**src/sv/sfe_pkg.sv**
```systemverilog
`default_nettype none
package sfe_pkg;

    localparam int unsigned WordW  = 16;
    localparam int unsigned SbusW  = 11;
    localparam int unsigned ByteW  = 8;
    localparam int unsigned ChanW  = 4;
    localparam int unsigned CfgIdxW = 3;
    localparam int unsigned ProdW  = 28;
    localparam int unsigned AccW   = SbusW + ByteW;
    // radix-4 divider: two quotient bits per cycle over the 28-bit product
    localparam int unsigned DivSteps = ProdW / 2;

    localparam logic [ChanW-1:0] LastChan   = 4'd15;
    localparam logic [ByteW-1:0] SbusHeader = 8'h0F;
    localparam logic [ByteW-1:0] SbusEnd    = 8'h00;

    typedef enum logic [CfgIdxW-1:0] {
        CFG_IN_MIN   = 3'd0,
        CFG_IN_MAX   = 3'd1,
        CFG_RC_MIN   = 3'd2,
        CFG_RC_MAX   = 3'd3,
        CFG_SBUS_MIN = 3'd4,
        CFG_SBUS_MAX = 3'd5
    } cfg_idx_t;

    typedef struct packed {
        logic [WordW-1:0] channel_word;
        logic             signal_loss;
        logic             fail_safe;
    } sfe_in_t;

    typedef struct packed {
        logic [ByteW-1:0] frame_byte;
        logic             frame_end;
    } sfe_out_t;

    typedef struct packed {
        logic [WordW-1:0] in_min;
        logic [WordW-1:0] in_max;
        logic [WordW-1:0] rc_min;
        logic [WordW-1:0] rc_max;
        logic [SbusW-1:0] sbus_min;
        logic [SbusW-1:0] sbus_max;
    } sfe_cfg_t;

    // one clamped channel waiting for the mapper
    typedef struct packed {
        logic [WordW-1:0] word;
        logic             loss;
        logic             fsafe;
    } sfe_entry_t;

    typedef enum logic [2:0] {
        ST_IDLE = 3'd0,
        ST_HDR  = 3'd1,
        ST_MUL  = 3'd2,
        ST_DIV  = 3'd3,
        ST_FIX  = 3'd4,
        ST_DATA = 3'd5,
        ST_FLAG = 3'd6,
        ST_END  = 3'd7
    } sfe_state_t;

endpackage
`default_nettype wire

```
**src/sv/sfe_front.sv**
```systemverilog
`default_nettype none
module sfe_front (
    input  wire                  aclk,
    input  wire                  aresetn,
    input  wire                  s_valid,
    output logic                 s_ready,
    input  sfe_pkg::sfe_in_t     s_payload,
    input  sfe_pkg::sfe_cfg_t    cfg,
    output logic                 q_valid,
    output sfe_pkg::sfe_entry_t  q_entry,
    input  wire                  q_pop
);

    sfe_pkg::sfe_entry_t entry_reg [2];
    logic       wr_ptr_reg, wr_ptr_next;
    logic       rd_ptr_reg, rd_ptr_next;
    logic [1:0] count_reg, count_next;
    logic       push;
    logic       pop;
    logic [sfe_pkg::WordW-1:0] clamped;

    // upper bound is tested first: with crossed bounds, words above in_max get in_max and all others get in_min
    always_comb begin
        if (s_payload.channel_word > cfg.in_max) begin
            clamped = cfg.in_max;
        end else if (s_payload.channel_word < cfg.in_min) begin
            clamped = cfg.in_min;
        end else begin
            clamped = s_payload.channel_word;
        end
    end

    assign s_ready = (count_reg != 2'd2);
    assign q_valid = (count_reg != 2'd0);
    assign q_entry = entry_reg[rd_ptr_reg];
    assign push    = s_valid && s_ready;
    assign pop     = q_pop && q_valid;

    always_comb begin
        wr_ptr_next = push ? ~wr_ptr_reg : wr_ptr_reg;
        rd_ptr_next = pop ? ~rd_ptr_reg : rd_ptr_reg;
        count_next  = count_reg;
        if (push && !pop) begin
            count_next = count_reg + 2'd1;
        end else if (pop && !push) begin
            count_next = count_reg - 2'd1;
        end
    end

    always_ff @(posedge aclk) begin
        if (!aresetn) begin
            wr_ptr_reg <= 1'b0;
            rd_ptr_reg <= 1'b0;
            count_reg  <= 2'd0;
        end else begin
            wr_ptr_reg <= wr_ptr_next;
            rd_ptr_reg <= rd_ptr_next;
            count_reg  <= count_next;
        end
    end

    always_ff @(posedge aclk) begin
        if (push) begin
            entry_reg[wr_ptr_reg] <= '{word: clamped, loss: s_payload.signal_loss,
                                       fsafe: s_payload.fail_safe};
        end
    end

endmodule
`default_nettype wire

```
**src/sv/sfe_back.sv**
```systemverilog
`default_nettype none
module sfe_back (
    input  wire                  aclk,
    input  wire                  aresetn,
    input  sfe_pkg::sfe_cfg_t    cfg,
    input  wire                  q_valid,
    input  sfe_pkg::sfe_entry_t  q_entry,
    output logic                 q_pop,
    output logic                 m_valid,
    input  wire                  m_ready,
    output sfe_pkg::sfe_out_t    m_payload
);

    sfe_pkg::sfe_state_t state_reg, state_next;

    logic [sfe_pkg::ChanW-1:0] ch_reg, ch_next;
    logic [sfe_pkg::ByteW-1:0] pend_reg, pend_next;
    logic [2:0]                pcnt_reg, pcnt_next;
    logic [sfe_pkg::WordW-1:0] word_reg, word_next;
    logic                      loss_reg, loss_next;
    logic                      fs_reg, fs_next;
    logic [sfe_pkg::ProdW-1:0] quo_reg, quo_next;
    logic [sfe_pkg::WordW-1:0] rem_reg, rem_next;
    logic [sfe_pkg::WordW-1:0] dvs_reg, dvs_next;
    logic [3:0]                step_reg, step_next;
    logic                      neg_reg, neg_next;
    logic                      zero_reg, zero_next;
    logic [sfe_pkg::AccW-1:0]  acc_reg, acc_next;
    logic [4:0]                tot_reg, tot_next;
    logic                      m_valid_reg, m_valid_next;
    sfe_pkg::sfe_out_t         m_payload_reg, m_payload_next;

    logic                      out_free;
    logic                      out_load;
    sfe_pkg::sfe_out_t         out_data;

    logic signed [16:0]        diff;
    logic signed [16:0]        span_in;
    logic signed [11:0]        span_out;
    logic [15:0]               diff_mag;
    logic [15:0]               span_in_mag;
    logic [10:0]               span_out_mag;
    logic [sfe_pkg::ProdW-1:0] quo_step;
    logic [15:0]               rem_step;
    logic [16:0]               trial;
    logic [10:0]               q_low;
    logic [10:0]               mapped;
    logic [4:0]                tot_less;

    assign out_free  = !m_valid_reg || m_ready;
    assign m_valid   = m_valid_reg;
    assign m_payload = m_payload_reg;

    // sign-magnitude operands for the map
    always_comb begin
        diff         = $signed({1'b0, word_reg}) - $signed({1'b0, cfg.rc_min});
        span_in      = $signed({1'b0, cfg.rc_max}) - $signed({1'b0, cfg.rc_min});
        span_out     = $signed({1'b0, cfg.sbus_max}) - $signed({1'b0, cfg.sbus_min});
        diff_mag     = diff[16] ? 16'(-diff) : diff[15:0];
        span_in_mag  = span_in[16] ? 16'(-span_in) : span_in[15:0];
        span_out_mag = span_out[11] ? 11'(-span_out) : span_out[10:0];
    end

    // two restoring steps per cycle
    always_comb begin
        quo_step = quo_reg;
        rem_step = rem_reg;
        trial    = '0;
        for (int k = 0; k < 2; k++) begin
            trial    = {rem_step, quo_step[sfe_pkg::ProdW-1]};
            quo_step = {quo_step[sfe_pkg::ProdW-2:0], 1'b0};
            if (trial >= {1'b0, dvs_reg}) begin
                rem_step    = 16'(trial - {1'b0, dvs_reg});
                quo_step[0] = 1'b1;
            end else begin
                rem_step = trial[15:0];
            end
        end
    end

    // only the low 11 bits of the quotient reach the wrapped result
    always_comb begin
        q_low    = quo_reg[10:0];
        mapped   = zero_reg ? cfg.sbus_min
                 : ((neg_reg ? 11'(-q_low) : q_low) + cfg.sbus_min);
        tot_less = tot_reg - 5'd8;
    end

    always_comb begin
        state_next = state_reg;
        case (state_reg)
            sfe_pkg::ST_IDLE: begin
                if (q_valid) begin
                    state_next = (ch_reg == '0) ? sfe_pkg::ST_HDR : sfe_pkg::ST_MUL;
                end
            end
            sfe_pkg::ST_HDR: begin
                if (out_free) begin
                    state_next = sfe_pkg::ST_MUL;
                end
            end
            sfe_pkg::ST_MUL: begin
                state_next = sfe_pkg::ST_DIV;
            end
            sfe_pkg::ST_DIV: begin
                if (step_reg == 4'(sfe_pkg::DivSteps - 1)) begin
                    state_next = sfe_pkg::ST_FIX;
                end
            end
            sfe_pkg::ST_FIX: begin
                state_next = sfe_pkg::ST_DATA;
            end
            sfe_pkg::ST_DATA: begin
                if (out_free && tot_less < 5'd8) begin
                    state_next = (ch_reg == sfe_pkg::LastChan) ? sfe_pkg::ST_FLAG
                                                              : sfe_pkg::ST_IDLE;
                end
            end
            sfe_pkg::ST_FLAG: begin
                if (out_free) begin
                    state_next = sfe_pkg::ST_END;
                end
            end
            sfe_pkg::ST_END: begin
                if (out_free) begin
                    state_next = sfe_pkg::ST_IDLE;
                end
            end
            default: begin
                state_next = sfe_pkg::ST_IDLE;
            end
        endcase
    end

    always_comb begin
        ch_next   = ch_reg;
        pend_next = pend_reg;
        pcnt_next = pcnt_reg;
        word_next = word_reg;
        loss_next = loss_reg;
        fs_next   = fs_reg;
        quo_next  = quo_reg;
        rem_next  = rem_reg;
        dvs_next  = dvs_reg;
        step_next = step_reg;
        neg_next  = neg_reg;
        zero_next = zero_reg;
        acc_next  = acc_reg;
        tot_next  = tot_reg;
        q_pop     = 1'b0;
        out_load  = 1'b0;
        out_data  = '{frame_byte: sfe_pkg::SbusEnd, frame_end: 1'b0};
        case (state_reg)
            sfe_pkg::ST_IDLE: begin
                if (q_valid) begin
                    q_pop     = 1'b1;
                    word_next = q_entry.word;
                    loss_next = q_entry.loss;
                    fs_next   = q_entry.fsafe;
                end
            end
            sfe_pkg::ST_HDR: begin
                if (out_free) begin
                    out_load  = 1'b1;
                    out_data  = '{frame_byte: sfe_pkg::SbusHeader, frame_end: 1'b0};
                    pend_next = '0;
                    pcnt_next = '0;
                end
            end
            sfe_pkg::ST_MUL: begin
                quo_next  = sfe_pkg::ProdW'(diff_mag) * sfe_pkg::ProdW'(span_out_mag);
                rem_next  = '0;
                dvs_next  = span_in_mag;
                step_next = '0;
                neg_next  = diff[16] ^ span_out[11] ^ span_in[16];
                zero_next = (span_in == '0);
            end
            sfe_pkg::ST_DIV: begin
                quo_next  = quo_step;
                rem_next  = rem_step;
                step_next = step_reg + 4'd1;
            end
            sfe_pkg::ST_FIX: begin
                acc_next = {sfe_pkg::SbusW'(0), pend_reg}
                         | (sfe_pkg::AccW'(mapped) << pcnt_reg);
                tot_next = {2'b00, pcnt_reg} + 5'(sfe_pkg::SbusW);
            end
            sfe_pkg::ST_DATA: begin
                if (out_free) begin
                    out_load = 1'b1;
                    out_data = '{frame_byte: acc_reg[7:0], frame_end: 1'b0};
                    acc_next = acc_reg >> 8;
                    tot_next = tot_less;
                    if (tot_less < 5'd8) begin
                        pend_next = acc_reg[15:8];
                        pcnt_next = tot_less[2:0];
                        if (ch_reg != sfe_pkg::LastChan) begin
                            ch_next = ch_reg + 4'd1;
                        end
                    end
                end
            end
            sfe_pkg::ST_FLAG: begin
                if (out_free) begin
                    out_load = 1'b1;
                    out_data = '{frame_byte: {4'b0000, fs_reg, loss_reg, 2'b00},
                                 frame_end: 1'b0};
                end
            end
            sfe_pkg::ST_END: begin
                if (out_free) begin
                    out_load  = 1'b1;
                    out_data  = '{frame_byte: sfe_pkg::SbusEnd, frame_end: 1'b1};
                    ch_next   = '0;
                    pend_next = '0;
                    pcnt_next = '0;
                end
            end
            default: begin
                out_load = 1'b0;
            end
        endcase
    end

    always_comb begin
        m_valid_next   = m_valid_reg;
        m_payload_next = m_payload_reg;
        if (out_load) begin
            m_valid_next   = 1'b1;
            m_payload_next = out_data;
        end else if (m_ready) begin
            m_valid_next = 1'b0;
        end
    end

    always_ff @(posedge aclk) begin
        if (!aresetn) begin
            state_reg   <= sfe_pkg::ST_IDLE;
            ch_reg      <= '0;
            pend_reg    <= '0;
            pcnt_reg    <= '0;
            m_valid_reg <= 1'b0;
        end else begin
            state_reg   <= state_next;
            ch_reg      <= ch_next;
            pend_reg    <= pend_next;
            pcnt_reg    <= pcnt_next;
            m_valid_reg <= m_valid_next;
        end
    end

    always_ff @(posedge aclk) begin
        word_reg      <= word_next;
        loss_reg      <= loss_next;
        fs_reg        <= fs_next;
        quo_reg       <= quo_next;
        rem_reg       <= rem_next;
        dvs_reg       <= dvs_next;
        step_reg      <= step_next;
        neg_reg       <= neg_next;
        zero_reg      <= zero_next;
        acc_reg       <= acc_next;
        tot_reg       <= tot_next;
        m_payload_reg <= m_payload_next;
    end

endmodule
`default_nettype wire

```
**src/sv/sbus_frame_encoder.sv**
```systemverilog
`default_nettype none
// SBUS frame encoder. Sixteen channel words per frame come in on the s_ channel; each is
// clamped to [in_min, in_max], mapped linearly from [rc_min, rc_max] onto
// [sbus_min, sbus_max] (truncated toward zero, wrapped to 11 bits), packed LSB-first, and
// the frame bytes leave on the m_ channel: header 0x0F, 22 data bytes, the flag byte
// (signal loss in bit 2, failsafe in bit 3, taken from the sixteenth channel) and the end
// byte 0x00 flagged by frame_end. A two-entry queue holds clamped words while the mapper
// works. In the back end each channel is popped from the queue, multiplied, divided by the
// radix-4 divider that does the 28-bit division, placed in the bit packer and sent out as
// one to four bytes (counting header, flag and end bytes); a new channel is popped only
// after the last one's bytes are loaded. When the output is not stalled the divider sets
// the rate. Configuration writes take effect at once and belong between frames or while the
// block is idle.
module sbus_frame_encoder (
    input  wire                          aclk,
    input  wire                          aresetn,
    input  wire                          s_valid,
    output logic                         s_ready,
    input  sfe_pkg::sfe_in_t             s_payload,
    output logic                         m_valid,
    input  wire                          m_ready,
    output sfe_pkg::sfe_out_t            m_payload,
    input  wire                          cfg_we,
    input  wire [sfe_pkg::CfgIdxW-1:0]   cfg_index,
    input  wire [sfe_pkg::WordW-1:0]     cfg_wdata
);

    sfe_pkg::sfe_cfg_t   cfg_reg, cfg_next;
    logic                q_valid;
    logic                q_pop;
    sfe_pkg::sfe_entry_t q_entry;

    always_comb begin
        cfg_next = cfg_reg;
        if (cfg_we) begin
            case (sfe_pkg::cfg_idx_t'(cfg_index))
                sfe_pkg::CFG_IN_MIN:   cfg_next.in_min   = cfg_wdata;
                sfe_pkg::CFG_IN_MAX:   cfg_next.in_max   = cfg_wdata;
                sfe_pkg::CFG_RC_MIN:   cfg_next.rc_min   = cfg_wdata;
                sfe_pkg::CFG_RC_MAX:   cfg_next.rc_max   = cfg_wdata;
                sfe_pkg::CFG_SBUS_MIN: cfg_next.sbus_min = cfg_wdata[sfe_pkg::SbusW-1:0];
                sfe_pkg::CFG_SBUS_MAX: cfg_next.sbus_max = cfg_wdata[sfe_pkg::SbusW-1:0];
                default:               cfg_next = cfg_reg;
            endcase
        end
    end

    always_ff @(posedge aclk) begin
        if (!aresetn) begin
            cfg_reg <= '{in_min: 16'd1000, in_max: 16'd2000, rc_min: 16'd1000,
                         rc_max: 16'd2000, sbus_min: 11'd173, sbus_max: 11'd1811};
        end else begin
            cfg_reg <= cfg_next;
        end
    end

    sfe_front u_front (
        .aclk      (aclk),
        .aresetn   (aresetn),
        .s_valid   (s_valid),
        .s_ready   (s_ready),
        .s_payload (s_payload),
        .cfg       (cfg_reg),
        .q_valid   (q_valid),
        .q_entry   (q_entry),
        .q_pop     (q_pop)
    );

    sfe_back u_back (
        .aclk      (aclk),
        .aresetn   (aresetn),
        .cfg       (cfg_reg),
        .q_valid   (q_valid),
        .q_entry   (q_entry),
        .q_pop     (q_pop),
        .m_valid   (m_valid),
        .m_ready   (m_ready),
        .m_payload (m_payload)
    );

    // the end byte is always zero
    a_end_byte_zero: assert property (@(posedge aclk) disable iff (!aresetn)
        m_valid && m_payload.frame_end |-> m_payload.frame_byte == sfe_pkg::SbusEnd)
        else $error("end marker on a nonzero byte");

    // after the end byte transfers, the next byte cannot also close a frame
    a_no_double_end: assert property (@(posedge aclk) disable iff (!aresetn)
        m_valid && m_ready && m_payload.frame_end |=> !(m_valid && m_payload.frame_end))
        else $error("two end bytes in a row");

    // a pop only happens with a queued word
    a_pop_needs_entry: assert property (@(posedge aclk) disable iff (!aresetn)
        q_pop |-> q_valid)
        else $error("queue popped while empty");

endmodule
`default_nettype wire

```
**config.mk**
```make
export PLATFORM = sky130hd
export DESIGN_NAME = sbus_frame_encoder
export DESIGN_NICKNAME = d
export VERILOG_FILES = /design/src/sv/sfe_pkg.sv /design/src/sv/sfe_front.sv /design/src/sv/sfe_back.sv /design/src/sv/sbus_frame_encoder.sv
export SDC_FILE = /design/constraint.sdc
export NUM_CORES = 1
export LEC_CHECK = 0
export ABC_AREA = 1
export ABC_CLOCK_PERIOD_IN_PS = 8900
export BUFFER_PORTS_ARGS = -buffer_cell sky130_fd_sc_hd__buf_2
export CAP_MARGIN = 25
export CORE_ASPECT_RATIO = 1.75
export CORE_MARGIN = 1.5
export CORE_UTILIZATION = 50
export CTS_CLUSTER_SIZE = 25
export DETAILED_ROUTE_END_ITERATION = 10
export PLACE_DENSITY_LB_ADDON = 0.15
export REMOVE_ABC_BUFFERS = 1
export SYNTH_ARGS = -nofsm -noshare
export SYNTH_HDL_FRONTEND = slang
export SYNTH_SLANG_ARGS = --single-unit
```
**constraint.sdc**
```tcl
create_clock -name aclk -period 8.9 [get_ports aclk]
set_clock_uncertainty 0.15 [all_clocks]
set_input_delay 0.89 -clock aclk [delete_from_list [all_inputs] [get_ports aclk]]
set_output_delay 0.89 -clock aclk [all_outputs]
set_load 0.05 [all_outputs]
```
Yosys cells after proc, flatten, opt, wreduce, memory -nomap -nowiden --
Memories as Yosys holds them, arrays and structs flattened. A register that Yosys moved wholly into a read port is not among the register bits. Cells that the tools add are included.
Storage, ports and cells: register bits after elaboration 208, memory bits (writable) 36, bits of input ports 42, output and inout port bits 11, word-level logic and storage cells 166, memories 1
Memories:
- u_front.entry_reg | depth 2, width 18, read ports 1, clocked after memory_dff 1, wr ports 1, line sfe_front.sv:14 | sfe_pkg::sfe_entry_t entry_reg [2];
Cells by class: add/sub/neg operators 16, multipliers 1, $lt $le $gt $ge 5, equality and inequality tests 26, shifts and indexed selects 1, muxes and demuxes 54, bitwise operators 5, reduce and logical (&&, ||, !) cells 33
Operator list (count):
- 16-bit 2-to-1 mux | 6
- 28-bit case mux with 2 select lines | 1
- 19-bit case mux with 2 select lines | 1
- 9-bit case mux with 4 select lines | 1
- 17-bit by 16-bit greater-or-equal comparator with 1-bit output | 2
- 16-bit by 16-bit subtractor with 17-bit output | 2
- 11-bit 2-to-1 mux | 3
- 16-bit negation | 2
- 16-bit case mux with 2 select lines | 1
- 16-bit subtractor | 2
- 16-bit by 11-bit multiplier with 27-bit output | 1
- 3-bit 2-to-1 mux | 9
- 8-bit 2-to-1 mux | 3
- 3-bit case mux with 8 select lines | 1
- 11-bit negation | 2
- 19-bit 2-to-1 mux | 1
- 8-bit by 19-bit OR with 19-bit output | 1
- 11-bit by 3-bit << shifter with 19-bit output | 1
- 3-bit equality test, second input constant | 6
- 2-bit by 1-bit != test with 1-bit output, second input constant | 9
- 17-bit zero test | 1
- 16-bit > comparator | 1
- 16-bit less-than comparator | 1
- 4-bit 2-to-1 mux | 4
- 35 further kinds | 79

Depth between registers and ports, before layout --
word-level depth 7, mapped depth 39, gate-level depth less buffers 39

Hierarchy --
From an unflattened synthesis, not the netlist that was laid out.
Unflattened totals: cells, all modules 3222, area total of the unflattened synthesis 23889.2 um^2
By module, submodules not included:
- sfe_back | instances 1, cells each 2445, area each 17570.6 um^2, sequential area each 3863.7 um^2
- sbus_frame_encoder | instances 1, cells each 462, area each 3360.7 um^2, sequential area each 1721.7 um^2
- sfe_front | instances 1, cells each 315, area each 2957.8 um^2, sequential area each 1181.1 um^2

Worst setup path before layout --
No wires, ideal clock.
path type register to register, from register cfg_reg[11] (netlist name), to register u_back.quo_reg[26] (netlist name) (data pin), library setup time 254 ps, data arrival time 6411 ps, required time 8496 ps, setup slack 2085 ps, stages on the path, launching flop included 37, buffers on the path 0, period minus slack after synthesis 6815 ps, cell sequence dfxtp_1 -> ha_1 -> inv_1 -> fa_1 -> nand3_1 -> nand3_1 -> xnor2_1 -> inv_1 -> nor2_1 -> nand3_1 -> nor2_2 -> nand3_1 -> nand3b_1 -> nand2_2 -> inv_2 -> nor2_1 -> fa_1 -> inv_1 -> fa_1 -> inv_1 -> fa_1 -> fa_1 -> inv_1 -> fa_1 -> inv_1 -> ha_1 -> nand2_1 -> inv_1 -> a21oi_1 -> nand2_1 -> nand2_1 -> nand3_1 -> nand4_1 -> nand3_1 -> or2_2 -> nand3_1 -> nand2_1
On the way: longest elaborated chain between the ends 5
Ends and longest elaborated chain:
- from (decl) | line sbus_frame_encoder.sv:28 | sfe_pkg::sfe_cfg_t cfg_reg, cfg_next;
- from (signal assigned) | line sbus_frame_encoder.sv:50 | cfg_reg <= '{in_min: 16'd1000, in_max: 16'd2000, rc_min: 16'd1000,
- from (signal assigned) | line sbus_frame_encoder.sv:53 | cfg_reg <= cfg_next;
- 11-bit by 11-bit subtractor with 12-bit output * | line sfe_back.sv:58 | span_out = $signed({1'b0, cfg.sbus_max}) - $signed({1'b0, cfg.sbus_min});
- 11-bit negation | line sfe_back.sv:61 | span_out_mag = span_out[11] ? 11'(-span_out) : span_out[10:0];
- 11-bit 2-to-1 mux * | line sfe_back.sv:61
- 16-bit by 11-bit multiplier with 27-bit output * | line sfe_back.sv:171 | quo_next = sfe_pkg::ProdW'(diff_mag) * sfe_pkg::ProdW'(span_out_mag);
- 28-bit case mux with 2 select lines * | line sfe_back.sv:153 | case (state_reg)
- named net u_back.quo_next, one bit | line sfe_back.sv:22 | logic [sfe_pkg::ProdW-1:0] quo_reg, quo_next;
- to (signal assigned) | line sfe_back.sv:256 | quo_reg <= quo_next;
- to (decl) | line sfe_back.sv:22
The timed path passes the listed nets; every way through them passes the cells marked *. A chain may end at the register's enable or synchronous reset.

Worst setup path in the final report --
from register u_back.word_reg[0] (netlist name), to register u_back.quo_reg[25] (netlist name) (data pin)
On the way: longest elaborated chain between the ends 5
Ends and longest elaborated chain:
- from (decl) | line sfe_back.sv:19 | logic [sfe_pkg::WordW-1:0] word_reg, word_next;
- from (signal assigned) | line sfe_back.sv:253 | word_reg <= word_next;
- 16-bit by 16-bit subtractor with 17-bit output * | line sfe_back.sv:56 | diff = $signed({1'b0, word_reg}) - $signed({1'b0, cfg.rc_min});
- 16-bit negation | line sfe_back.sv:59 | diff_mag = diff[16] ? 16'(-diff) : diff[15:0];
- 16-bit 2-to-1 mux * | line sfe_back.sv:59
- 16-bit by 11-bit multiplier with 27-bit output * | line sfe_back.sv:171
- 28-bit case mux with 2 select lines * | line sfe_back.sv:153
- named net u_back.quo_next, one bit | line sfe_back.sv:22
Marked as above.

==> summary.md <==
| Metric | Value |
|---|---|
| Worst Hold Class | reg2reg |
| Hold buffers post-CTS | 0 |
| Vias | around 21,000 |
| Reg-to-reg endpoint | u_back.quo_reg[25] |
| Total grt overflow | 0 |
| Synth Flop Type | edfxtp_1 |
| Area leader, netlist | edfxtp_1 |
| CTS tree | built |
| Cell mode on critical path | inv_1 |
| Pin count of the biggest net entering global routing | 74 |
| CTS sink count | roughly 260 |
| Final period utilization | between 80% and 90% |
| Post-synth cell types | 58 |
| Fmax | ~130 MHz |
| Routed len/inst | between 15 and 20 µm |
| Cells after Synth | between 3,000 and 4,000 |
| Detailed Place HPWL | around 57 mm |
| CTS Buf Count | 25 |
| CTS max path bufs | 3 |
| Flop-to-flop setup slack | between 1 and 1.5 ns |
| DIE AREA | around 48,000 µm² |
| Mapped Area | approximately 23,000 µm² |
| Initial core utilization | between 50% and 60% |
| Beginning of the critical path | u_back.word_reg[0] |
| Core Footprint | 45,900 µm² |
| Nets@finish | 3,475 |
| Slew margin rel. | a little over a third |
| Post_cts resized | 0 |
| First-pass GRT wire length | around 110 mm |
| Max-slew violations | 0 |
| CP max FO | 18 |
| Top post-synthesis cells by count | 718 x nand2_1, 494 x inv_1, 267 x nor2_1, 229 x nand3_1, 193 x ha_1 |
| Seq cells post-synth | between 200 and 300 |
| Reg2Reg Depth | 31 |
| Hold depth | 2 |
| CP startpoint kind | register |
| Worst Path Buf+Inv | 7 |
| H-tree depth | 1 |
| Worst setup EP type | register |
| Drt drc | 0 |
| Die width | 166 µm |
| Syn avg cell area | ~7.6 µm² |
| Vias per inst | 5.57 |
| Asr flop ratio synth | 0% |
| Initial antenna violation count | 1 |
| WHS Endpoint | u_back.pend_reg[6] |
| Register area share after synthesis | between 20% and 30% |
| Critical Path AT | ~8 ns |
| Multi-input gate area | approximately 14,000 µm² |
| Count leader, synth | nand2_1 |
| Delay-heaviest family, CP | adder cells |
| RR Startpoint | u_back.word_reg[0] |
| Routed Antenna Nets | 0 |
| Detailed Route WL | about 70 mm |
| Vias in the first global route | 20,800 |
| Setup violators final | 0 |
| Max reg flops | 86 |
| Clock slew at reported path FFs | 0.07 ns |
| Clock root cell | clkbuf_16 |
| RSZ-0062 raised after global routing | no |
| Initial drt markers | 1,337 |
| Input/output buffers | 52 |
| Warnings, synthesis | 0 |
| Hold_sp | u_back.pend_reg[6] |
| # diodes | 0 |
| I/O Pins | 53 |
| Pin slew with the least headroom to its limit | ~0.96 ns |
| Crit path required time | between 9 and 10 ns |
| Post-synth EDFFs | 152 |
| Final Hold Vio Count | 0 |
| Sum Neg Setup Slack | 0 ns |
| CP Class | reg2reg |
| Layout cell share with drive strength beyond 1 | between 6 and 7% |
| Max-cap violations | 0 |
| Slowest-stage cell, CP | xor2_1 |
| RePlAce Congestion | about 1.0 |
| Row Count | between 100 and 150 |
| Worst skew pair latency | about 0.58 ns |
| Status | complete, no violations |
| Crit-path max cell delay | approximately 0.62 ns |
| Gr usage total | between 20% and 30% |
| FF+latch area | 6750 µm² |
| Synth top area share | 19.6% |
| Drt pass-1 iters | 6 |
| Synth area leaders | edfxtp_1 20%, nand2_1 12%, fa_1 11%, ha_1 10%, dfxtp_1 9.4% |
| Tmin final | slightly below 8 ns |
| Fillers | 4,512 |
| Post-CTS Setup Repair Bufs | 0 |
| Area grow syn2layout | 7.26% |
| Die height | around 290 µm |
placed cells by master, fill, tap and decap left out, types with 12 or more instances in the layout:
cell type  Yosys  final
a21oi_1      172    170
a31oi_1       27     27
buf_2         10     52
buf_4          3     17
clkbuf_16      0     25
dfxtp_1      109    109
edfxtp_1     152    152
fa_1         131    131
ha_1         193    193
inv_1        494    494
inv_2         12     12
nand2_1      718    718
nand2_2       27     27
nand3_1      229    229
nand3b_1      13     13
nand4_1       47     47
nor2_1       267    265
nor2_2        12     12
nor3_1        26     26
o211ai_1      34     34
o21ai_0      148    148
or2_2         15     15
xnor2_1       28     28
xor2_1        54     54
layout make-up:
| type | instances | share of cell area [%] |
|---|---|---|
| clock buffer | 29 | 2.56 |
| sequential | 261 | 27.0 |
| tap | 583 | 2.92 |
| clock inverter | 17 | 0.606 |
| inverter | 512 | 7.71 |
| multi-input combinational | 2238 | 57.5 |
| timing repair buffer | 71 | 1.71 |
stage by stage:
| stage | util [%] | hold WS [ns] | instances | worst slack, ns | area, µm² |
|---|---|---|---|---|---|
| 6_report | 54.4 | 0.316 | 3711 | 1.02 | 25000 |
| 5_1_grt | 54.4 | 0.339 | 3711 | 0.527 | 25000 |
| 4_1_cts | 54.4 | 0.315 | 3710 | 1.02 | 25000 |
| 3_5_place_dp | 52.6 | 0.301 | 3664 | 1.03 | 24200 |
| 3_3_place_gp | 52.6 | 0.292 | 3662 | 1.15 | 24100 |
| 2_1_floorplan | - | 0.281 | 3011 | 1.95 | 23000 |
cells by family (layout without fill, tap and decap cells):
| group | count (synthesis) | count (layout) | share of synthesized area, % |
|---|---|---|---|
| AND/OR/NAND/NOR | 1385 | 1385 | 25.6 |
| AO/OA/AOI/OAI | 442 | 442 | 10.8 |
| flip-flops | 261 | 261 | 29.0 |
| adder cells (fa/ha/maj) | 324 | 324 | 21.6 |
| buffers and inverters | 582 | 629 | 9.50 |
| XOR/XNOR | 87 | 87 | 3.48 |
tightest hold or removal path: cells and delay by family, from the launching register on:
| kind | cells | cell delay (ns) |
|---|---|---|
| buffers and inverters | 1 | 0.06 |
| DFF | 1 | 0.30 |
| AOI/OAI and AO/OA | 1 | 0.06 |
worst max path at each step:
| stage | endpoint | slack [ns] | depth (start not counted) |
|---|---|---|---|
| 3_3_place_gp | u_back.quo_reg[25] | 1.15 | 31 |
| 4_1_cts | u_back.quo_reg[25] | 1.02 | 31 |
| 3_5_place_dp | u_back.quo_reg[25] | 1.03 | 31 |
| 2_1_floorplan | u_back.quo_reg[26] | 1.95 | 34 |
| 6_report | u_back.quo_reg[25] | 1.02 | 31 |
| 5_1_grt | u_back.quo_reg[25] | 0.53 | 31 |
metal layers:
layer  global-route usage (%)  share of wire [%]
met5                        0                  0
met4                     22.4                8.5
met3                     2.84                3.9
met2                     56.1                 53
met1                     28.5                 35
Power is left out: the tool's default activity adds up to more than one toggle a clock period on the data nets, which glitch-free logic cannot reach.
